--- config.mk ---
export PLATFORM = sky130hd
export DESIGN_NAME = neighbor_table_random_walk_unit
export DESIGN_NICKNAME = d
export VERILOG_FILES = /design/src/rtl/ntrw_pkg.sv /design/src/rtl/ntrw_front.sv /design/src/rtl/ntrw_back.sv /design/src/rtl/neighbor_table_random_walk_unit.sv
export VERILOG_INCLUDE_DIRS = /design/src /design/src/rtl
export SDC_FILE = /design/constraint.sdc
export NUM_CORES = 2
export LEC_CHECK = 0
export BUFFER_PORTS_ARGS = -buffer_cell sky130_fd_sc_hd__buf_2
export CORE_ASPECT_RATIO = 1.2
export CORE_MARGIN = 3
export CORE_UTILIZATION = 34
export DETAILED_ROUTE_END_ITERATION = 6
export MAX_ROUTING_LAYER = met4
export SLEW_MARGIN = 20
export SYNTH_ARGS = -nofsm -noshare
export SYNTH_HDL_FRONTEND = slang
export SYNTH_HIERARCHICAL = 1
export SYNTH_SLANG_ARGS = --single-unit
--- constraint.sdc ---
create_clock -name clk -period 11.1 [get_ports clk]
set_clock_uncertainty 0.05 [all_clocks]
set_input_delay 1.11 -clock clk [delete_from_list [all_inputs] [get_ports clk]]
set_output_delay 1.11 -clock clk [all_outputs]
set_load 0.05 [all_outputs]
--- src/rtl/assert_macros.svh ---
// Assertion macros used by the top level of the neighbor table random walk unit.
// Depends on nothing; included inside module bodies.
`ifndef ASSERT_MACROS_SVH
`define ASSERT_MACROS_SVH
// Implication checked on every rising clock edge outside reset.
`define ASSERT_IMPLIES(label, clk, rst_n, ante, cons, msg) \
	label: assert property (@(posedge clk) disable iff (!rst_n) (ante) |-> (cons)) \
		else $error(msg);
// Next-cycle implication checked outside reset.
`define ASSERT_NEXT(label, clk, rst_n, ante, cons, msg) \
	label: assert property (@(posedge clk) disable iff (!rst_n) (ante) |=> (cons)) \
		else $error(msg);
`endif

--- src/rtl/ntrw_pkg.sv ---
// Types and constants for the neighbor table random walk unit.
// Used by the front end, the back end and the top level.
package ntrw_pkg;
	localparam int CfgIdxBits = 2;
	localparam int CfgDataBits = 16;
	localparam logic [CfgIdxBits-1:0] CFG_OWN_ADDRESS = 2'd0;
	localparam logic [CfgIdxBits-1:0] CFG_START_HOP_COUNT = 2'd1;
	localparam logic [CfgIdxBits-1:0] CFG_STALE_SECONDS = 2'd2;

	localparam logic [1:0] ACT_BEACON = 2'd0;
	localparam logic [1:0] ACT_WALK = 2'd1;
	localparam logic [1:0] ACT_START = 2'd2;
	localparam logic [1:0] ACT_UNUSED = 2'd3;

	localparam logic [2:0] KIND_RECORDED = 3'd0;
	localparam logic [2:0] KIND_FORWARD = 3'd1;
	localparam logic [2:0] KIND_REPLY = 3'd2;
	localparam logic [2:0] KIND_FINISHED = 3'd3;
	localparam logic [2:0] KIND_NONE = 3'd4;

	typedef struct packed {
		logic [1:0] action;
		logic [15:0] neighbor_address;
		logic [15:0] walk_origin;
		logic [7:0] hop_count;
		logic [31:0] now_seconds;
		logic [15:0] random_value;
	} in_item_t;

	typedef struct packed {
		logic [2:0] kind;
		logic [15:0] dest_address;
		logic [7:0] out_hop_count;
		logic [15:0] walk_source;
	} out_item_t;

	// Operation handed from the front end to the back end.
	typedef enum logic [1:0] {
		OP_BEACON = 2'd0,
		OP_SEND = 2'd1,
		OP_DIRECT = 2'd2
	} op_t;

	typedef struct packed {
		op_t op;
		logic [15:0] addr;
		logic [31:0] now;
		logic [15:0] rnd;
		logic [15:0] origin;
		logic [7:0] hops;
		out_item_t direct;
	} cmd_t;
endpackage

--- src/rtl/ntrw_front.sv ---
// Front end: accepts items, classifies them and queues commands.
// Depends on ntrw_pkg.
module ntrw_front (
	input logic clk,
	input logic arst_n,
	input logic take,
	input ntrw_pkg::in_item_t item,
	input logic [15:0] own_address,
	input logic [7:0] start_hop_count,
	input logic pop,
	output logic full,
	output logic cmd_valid,
	output ntrw_pkg::cmd_t cmd
);
	import ntrw_pkg::*;

	cmd_t mem_q [2];
	logic wp_q, rp_q;
	logic [1:0] cnt_q;
	cmd_t c;
	logic [7:0] left;

	always_comb begin
		left = (item.hop_count == 8'd0) ? 8'd0 : item.hop_count - 8'd1;
		c = '0;
		c.addr = item.neighbor_address;
		c.now = item.now_seconds;
		c.rnd = item.random_value;
		case (item.action)
			ACT_BEACON: c.op = OP_BEACON;
			ACT_WALK: begin
				if (left != 8'd0) begin
					c.op = OP_SEND;
					c.origin = item.walk_origin;
					c.hops = left;
				end else begin
					c.op = OP_DIRECT;
					if (item.walk_origin == own_address) begin
						c.direct.kind = KIND_FINISHED;
					end else begin
						c.direct.kind = KIND_REPLY;
						c.direct.dest_address = item.walk_origin;
					end
				end
			end
			default: begin
				c.op = OP_SEND;
				c.origin = own_address;
				c.hops = start_hop_count;
			end
		endcase
	end

	wire push = take && item.action != ACT_UNUSED;
	assign full = cnt_q == 2'd2;
	assign cmd_valid = cnt_q != 2'd0;
	assign cmd = mem_q[rp_q];

	always_ff @(posedge clk) begin
		if (push) mem_q[wp_q] <= c;
	end

	always_ff @(posedge clk or negedge arst_n) begin
		if (!arst_n) begin
			wp_q <= 1'b0;
			rp_q <= 1'b0;
			cnt_q <= '0;
		end else begin
			if (push) wp_q <= ~wp_q;
			if (pop) rp_q <= ~rp_q;
			cnt_q <= cnt_q + {1'b0, push} - {1'b0, pop};
		end
	end
endmodule

--- src/rtl/ntrw_back.sv ---
// Back end: scans the neighbor table one slot a cycle and emits results.
// Depends on ntrw_pkg.
module ntrw_back #(
	parameter int TABLE_ENTRIES = 16,
	parameter int ADDRESS_BITS = 16
) (
	input logic clk,
	input logic arst_n,
	input logic cmd_valid,
	input ntrw_pkg::cmd_t cmd,
	input logic [15:0] stale_seconds,
	output logic pop,
	output logic done,
	output ntrw_pkg::out_item_t result
);
	import ntrw_pkg::*;

	localparam int IW = (TABLE_ENTRIES > 1) ? $clog2(TABLE_ENTRIES) : 1;
	localparam int CW = $clog2(TABLE_ENTRIES + 1);
	localparam int AW = (ADDRESS_BITS < 16) ? ADDRESS_BITS : 16;
	localparam logic [IW:0] LAST = (IW + 1)'(TABLE_ENTRIES - 1);

	typedef enum logic [5:0] {
		ST_IDLE = 6'b000001,
		ST_AGE = 6'b000010,
		ST_SCAN = 6'b000100,
		ST_MOD = 6'b001000,
		ST_PICK = 6'b010000,
		ST_OUT = 6'b100000
	} state_t;

	state_t state_q;
	logic valid_q [TABLE_ENTRIES];
	logic [7:0] cnt_mem_q [TABLE_ENTRIES];
	logic [AW-1:0] addr_mem_q [TABLE_ENTRIES];
	logic [31:0] seen_mem_q [TABLE_ENTRIES];

	cmd_t cmd_q;
	logic [IW:0] idx_q;
	logic [7:0] lo_q, hi_q;
	logic [IW-1:0] slot_min_q, slot_save_q;
	logic have_save_q;
	logic [CW-1:0] count_q;
	logic [15:0] rem_q;
	logic [4:0] bit_q;
	out_item_t res_q;
	logic done_q;

	wire [IW-1:0] ix = idx_q[IW-1:0];
	wire [AW-1:0] my_addr = cmd_q.addr[AW-1:0];
	wire [31:0] age = cmd_q.now - seen_mem_q[ix];
	wire [16:0] rem_sh = {rem_q, cmd_q.rnd[bit_q[3:0]]};
	wire [16:0] cnt_ext = 17'(count_q);

	assign pop = state_q == ST_IDLE && cmd_valid;
	assign done = done_q;
	assign result = res_q;

	always_ff @(posedge clk) begin
		if (pop) cmd_q <= cmd;
		if (state_q == ST_SCAN && idx_q == LAST + 1'b1 && cmd_q.op == OP_BEACON) begin
			addr_mem_q[slot_save_q] <= my_addr;
			seen_mem_q[slot_save_q] <= cmd_q.now;
		end
	end

	always_ff @(posedge clk or negedge arst_n) begin
		if (!arst_n) begin
			state_q <= ST_IDLE;
			done_q <= 1'b0;
			for (int i = 0; i < TABLE_ENTRIES; i++) valid_q[i] <= 1'b0;
			for (int i = 0; i < TABLE_ENTRIES; i++) cnt_mem_q[i] <= 8'd0;
			idx_q <= '0;
			lo_q <= 8'hff;
			hi_q <= '0;
			slot_min_q <= '0;
			slot_save_q <= '0;
			have_save_q <= 1'b0;
			count_q <= '0;
			rem_q <= '0;
			bit_q <= '0;
			res_q <= '0;
		end else begin
			done_q <= 1'b0;
			case (state_q)
				ST_IDLE: begin
					idx_q <= '0;
					lo_q <= 8'hff;
					hi_q <= '0;
					slot_min_q <= '0;
					have_save_q <= 1'b0;
					count_q <= '0;
					rem_q <= '0;
					bit_q <= 5'd15;
					if (pop) begin
						case (cmd.op)
							OP_BEACON: state_q <= ST_AGE;
							OP_SEND: state_q <= ST_SCAN;
							default: begin
								res_q <= cmd.direct;
								state_q <= ST_OUT;
							end
						endcase
					end
				end
				ST_AGE: begin
					if (valid_q[ix] && age > {16'd0, stale_seconds}) valid_q[ix] <= 1'b0;
					if (idx_q == LAST) begin
						idx_q <= '0;
						state_q <= ST_SCAN;
					end else begin
						idx_q <= idx_q + 1'b1;
					end
				end
				ST_SCAN: begin
					if (idx_q == LAST + 1'b1) begin
						if (cmd_q.op == OP_BEACON) begin
							valid_q[slot_save_q] <= 1'b1;
							cnt_mem_q[slot_save_q] <= hi_q + 8'd1;
							res_q <= '0;
							res_q.kind <= KIND_RECORDED;
							state_q <= ST_OUT;
						end else if (count_q == '0) begin
							res_q <= '0;
							res_q.kind <= KIND_NONE;
							state_q <= ST_OUT;
						end else begin
							state_q <= ST_MOD;
						end
						idx_q <= '0;
					end else begin
						if (cmd_q.op == OP_BEACON) begin
							logic [7:0] c, lo_n;
							c = cnt_mem_q[ix];
							lo_n = (c < lo_q) ? c : lo_q;
							lo_q <= lo_n;
							if (c > hi_q) hi_q <= c;
							if (c == lo_n) slot_min_q <= ix;
							if (valid_q[ix] && addr_mem_q[ix] == my_addr) begin
								slot_save_q <= ix;
								have_save_q <= 1'b1;
							end else if (!have_save_q && !valid_q[ix]) begin
								slot_save_q <= ix;
								have_save_q <= 1'b1;
							end
							if (idx_q == LAST && !(have_save_q ||
								!valid_q[ix] || addr_mem_q[ix] == my_addr)) begin
								slot_save_q <= (c == lo_n) ? ix : slot_min_q;
							end
						end else if (valid_q[ix]) begin
							count_q <= count_q + 1'b1;
						end
						idx_q <= idx_q + 1'b1;
					end
				end
				ST_MOD: begin
					// restoring remainder, one dividend bit per cycle
					if (rem_sh >= cnt_ext) rem_q <= 16'(rem_sh - cnt_ext);
					else rem_q <= rem_sh[15:0];
					if (bit_q == 5'd0) state_q <= ST_PICK;
					bit_q <= bit_q - 5'd1;
				end
				ST_PICK: begin
					if (valid_q[ix]) begin
						if (rem_q == 16'd0) begin
							res_q.kind <= KIND_FORWARD;
							res_q.dest_address <= 16'(addr_mem_q[ix]);
							res_q.out_hop_count <= cmd_q.hops;
							res_q.walk_source <= cmd_q.origin;
							state_q <= ST_OUT;
						end
						rem_q <= rem_q - 16'd1;
					end
					idx_q <= idx_q + 1'b1;
				end
				ST_OUT: begin
					done_q <= 1'b1;
					state_q <= ST_IDLE;
				end
				default: state_q <= ST_IDLE;
			endcase
		end
	end
endmodule

--- src/rtl/neighbor_table_random_walk_unit.sv ---
// Top level of the neighbor table random walk unit: config registers,
// front end queue and back end table engine. Depends on ntrw_pkg,
// ntrw_front, ntrw_back and assert_macros.svh.
//
// channel    ports                          handshake
// config     cfg_we, cfg_index, cfg_data     write when cfg_we high
// command    start, busy, item               taken when start && !busy
// result     result_strobe, result           valid one cycle, no stall
//
// A beacon runs an aging sweep and a slot scan; a walk to forward runs a count
// scan, a 16-bit remainder and a pick scan. The one-slot-per-cycle table scan in
// the back end sets the rate.
// A two-entry command queue lets the front take items while the back works;
// busy is high when that queue is full. Reset empties the table and the queue.
module neighbor_table_random_walk_unit #(
	parameter int TABLE_ENTRIES = 16,
	parameter int ADDRESS_BITS = 16
) (
	input logic clk,
	input logic arst_n,
	input logic start,
	output logic busy,
	input ntrw_pkg::in_item_t item,
	input logic cfg_we,
	input logic [ntrw_pkg::CfgIdxBits-1:0] cfg_index,
	input logic [ntrw_pkg::CfgDataBits-1:0] cfg_data,
	output logic result_strobe,
	output ntrw_pkg::out_item_t result
);
	import ntrw_pkg::*;
	`include "assert_macros.svh"

	logic [15:0] own_address_q;
	logic [7:0] start_hop_count_q;
	logic [15:0] stale_seconds_q;
	logic full, cmd_valid, pop;
	cmd_t cmd;

	// Hold register values; the user must write them only while idle (not enforced here).
	always_ff @(posedge clk or negedge arst_n) begin
		if (!arst_n) begin
			own_address_q <= 16'd0;
			start_hop_count_q <= 8'd5;
			stale_seconds_q <= 16'd60;
		end else if (cfg_we) begin
			case (cfg_index)
				CFG_OWN_ADDRESS: own_address_q <= cfg_data;
				CFG_START_HOP_COUNT: start_hop_count_q <= cfg_data[7:0];
				CFG_STALE_SECONDS: stale_seconds_q <= cfg_data;
				default: ;
			endcase
		end
	end

	assign busy = full;

	ntrw_front u_front (
		.clk(clk), .arst_n(arst_n), .take(start && !busy), .item(item),
		.own_address(own_address_q), .start_hop_count(start_hop_count_q),
		.pop(pop), .full(full), .cmd_valid(cmd_valid), .cmd(cmd)
	);

	ntrw_back #(.TABLE_ENTRIES(TABLE_ENTRIES), .ADDRESS_BITS(ADDRESS_BITS)) u_back (
		.clk(clk), .arst_n(arst_n), .cmd_valid(cmd_valid), .cmd(cmd),
		.stale_seconds(stale_seconds_q), .pop(pop), .done(result_strobe),
		.result(result)
	);

	`ASSERT_IMPLIES(a_pop_needs_cmd, clk, arst_n, pop, cmd_valid, "pop from empty queue")
	`ASSERT_NEXT(a_strobe_single, clk, arst_n, result_strobe, !result_strobe, "strobe repeated")
	`ASSERT_IMPLIES(a_kind_legal, clk, arst_n, result_strobe, result.kind <= KIND_NONE, "bad kind")
endmodule
==> out/qor.txt <==
Commonest cells post-synth - 1074 x edfxtp_1, 279 x dfrtp_1, 256 x mux4_2
core area - 171000 um^2
CP Max Fanout - 54
Mapped Area - 58500 um^2
IO Port Bufs - 156
design area - 65800 um^2
Worst slew margin - 0.236
first-pass GRT wire length - 217000 um
die area - 177000 um^2
largest net degree at the start of global routing - 90
HP Class - in -> async
Post-Syn Area per Cell - 16.2 um^2
Area Growth Syn to Fin - 12.6%
Hold Vio Cnt, Final - 0
fin crit share - 0.693
Worst-path clk slew - 0.06 ns
CP max stage cell - dfrtp_4
TritonCTS clock tree - built
vias per cell - 5.26
Final nets - 3963
Die Y - 460 um
CTS sink cnt - 1368
Final Setup Violations - 0
Skew-Pair Late Insertion Delay - 0.75 ns
Synth Register Bits - 1368
Antenna Nets Post-Route - 0
FP Rows - 166
Routed WL per cell - 23.4 um
Post-CTS Setup Repair Bufs - 0
most used cell, CP - nor2_1
reg-to-reg slack, setup - 3.41 ns
routed via count - 32.3k
cells along the critical path - buf_6, mux4_2, mux4_2, inv_1, ha_1, and2_1, a221oi_2, a2111oi_0, nor2_1, nand2_1, a21oi_1, xnor2_1, ha_1, nand4_1, nor2_1, nand3_1, a211oi_1, nor4b_1, nor2_1, a2111oi_0, nand4_1, nor4_4, o22a_2
most common cell in the netlist - edfxtp_1
number of max-cap violations - 0
Final Wtd Congestion - 0.856
DRT Pass-1 Iters - 5
post-layout util - 0.386
f_max - 0.130 GHz
Worst R2R Path Depth - 23
Worst EP required - 11.73 ns
final wirelength - 144000 um
area share of the largest cell type after synthesis - 0.552
actual slew at the worst max-slew pin - 1.15 ns
register area share after synthesis - 0.678
die boundary width - 385 um
CP Buf/Inv Count - 2
asr flop ratio synth - 0.215
Ports - 157
FILL cells - 15.7k
EDFF count, synth - 1074
layout cells sized above 1 - 0.245
VDD IR max - 0.000152 V
post-synthesis cell count - 3620
Crit Path Category - reg -> reg
Synth warnings - 6
DP Area - 61700 um^2
HPWL Detailed - 87500 um
post-layout min period - 7.69 ns
post-CTS sizing - 0
largest area contributor in the netlist - edfxtp_1
CTS Buffer Depth - 3
TritonCTS Buffers - 121
gr usage total - 0.167
cell depth of the worst setup path - 23
post-route DRC violation count - 0
top cells by area, synth - edfxtp_1 55%, dfrtp_1 12%, mux4_2 9.9%
Iter 0 DRT Violations - 2750
pwr/cell area - 241 nW/um^2
status - complete, no violations
CP top delay family - simple AND/OR/NAND/NOR gates
leakage dissipation - 23.0 nW
number of global-route vias before repair - 33.3k
htree depth - 3
Setup TNS - 0 ns
initial antenna violation count - 20
Slowest Stage Delay on Critical Path - 0.97 ns
Arr. time, crit path - 8.32 ns
root buffer cell - clkbuf_16
Initial Util - 0.342
RSZ-0062 raised after global routing - false
grt ovf - 0
startpoint types - flop
Yosys cell types - 98
max-slew violation count - 0
Worst Setup End Kind - flop
CTS hold repair buffers - 0
Most used DFF post-synth - edfxtp_1
worst paths after layout:
| check | startpoint | to |
|---|---|---|
| min in group clk | u_back/cnt_mem_q[37]$_DFFE_PN0P_ | u_back/cnt_mem_q[37]$_DFFE_PN0P_ |
| worst min-delay path | arst_n | u_back/rem_q[6]$_DFFE_PN0P_ |
| worst min register to register | u_back/cnt_mem_q[37]$_DFFE_PN0P_ | u_back/cnt_mem_q[37]$_DFFE_PN0P_ |
| max in group asynchronous | arst_n | stale_seconds_q[0]$_DFFE_PN0P_ |
| worst max-delay path | u_back/idx_q[0]$_DFFE_PN0P_ | u_back/valid_q[0]$_DFFE_PN0P_ |
| worst max register to register | u_back/idx_q[0]$_DFFE_PN0P_ | u_back/valid_q[0]$_DFFE_PN0P_ |
flip-flops by register name (all words and copies together) (netlist names), 43 cells and up:
signal,count
u_back/seen_mem_q,512
u_back/result,43
u_front/mem_q,216
u_back/cmd_q,74
u_back/addr_mem_q,256
u_back/cnt_mem_q,128
cell families (layout without fill, tap and decap cells):
group	after synthesis	in the layout	synth area share
multiplexers	495	495	0.143
AO/OA/AOI/OAI	546	546	0.0599
buffers and inverters	341	567	0.0268
XOR/XNOR	105	105	0.0157
flip-flops	1368	1368	0.678
AND/OR/NAND/NOR	677	677	0.0576
other	1	36	0.0000641
adder cells (fa/ha/maj)	87	87	0.0189
per-stage QoR:
stage          total power, mW  setup WS (ns)  std cells  hold WS [ns]
2_1_floorplan             10.3           4.47       3644         0.391
3_3_place_gp              11.6           3.15       5905         0.407
3_5_place_dp              11.7           3.14       5908         0.418
4_1_cts                   16.0           3.06       6137         0.344
5_1_grt                   16.7           2.75       6147         0.399
6_report                  15.8           3.41       6149         0.371
metal layers:
metal	share of wire	global-route usage	vias to the layer above
li1	-	-	14300
met1	0.43	0.216	16900
met2	0.50	0.277	938
met3	0.051	0.0235	194
met4	0.023	0.0462	0
met5	0	-	-
final cells by class:
| cell class | count | area (um^2) | share of cell area |
|---|---|---|---|
| tap | 2268 | 2840 | 0.0431 |
| clock inverter | 80 | 782 | 0.0119 |
| clock buffer | 149 | 3270 | 0.0496 |
| multi-input combinational | 1935 | 17500 | 0.266 |
| inverter | 120 | 452 | 0.00686 |
| sequential | 1368 | 39600 | 0.602 |
| timing repair buffer | 218 | 1340 | 0.0203 |
| antenna | 11 | 27.5 | 0.000418 |
cells in the final DEF, fill, tap and decap left out, types with 26 or more instances in the layout:
master,synthesis,routed
a21oi_1,147,147
a22oi_1,45,45
buf_2,31,155
buf_4,31,56
clkbuf_16,0,124
clkinv_2,0,31
dfrtp_1,279,274
edfxtp_1,1074,1074
ha_1,85,85
inv_1,119,114
mux2_2,173,173
mux2i_1,63,63
mux4_2,256,256
nand2_1,249,249
nand3_1,61,61
nor2_1,166,158
o211ai_1,26,26
o21ai_0,161,161
xnor2_1,80,79
power by group:
group          internal [mW]  total [mW]  switching [mW]
logic                   1.75        4.31            2.56
registers               6.57        7.26           0.688
clock network           2.38        4.28            1.90
worst register-to-register path: stages (launching register included):
cell and delay (ns):
dfrtp_4 0.97, buf_6 0.77, mux4_2 0.65, mux4_2 0.46
inv_1 0.07, ha_1 0.26, and2_1 0.21, a221oi_2 0.26
a2111oi_0 0.14, nor2_1 0.34, nand2_1 0.23, a21oi_1 0.21
xnor2_1 0.14, ha_1 0.26, nand4_1 0.12, nor2_1 0.06
nand3_1 0.10, a211oi_1 0.06, nor4b_1 0.30, nor2_1 0.12
a2111oi_0 0.42, nand4_1 0.23, nor4_4 0.91, o22a_2 0.30
(Power assumes the default switching activity.)
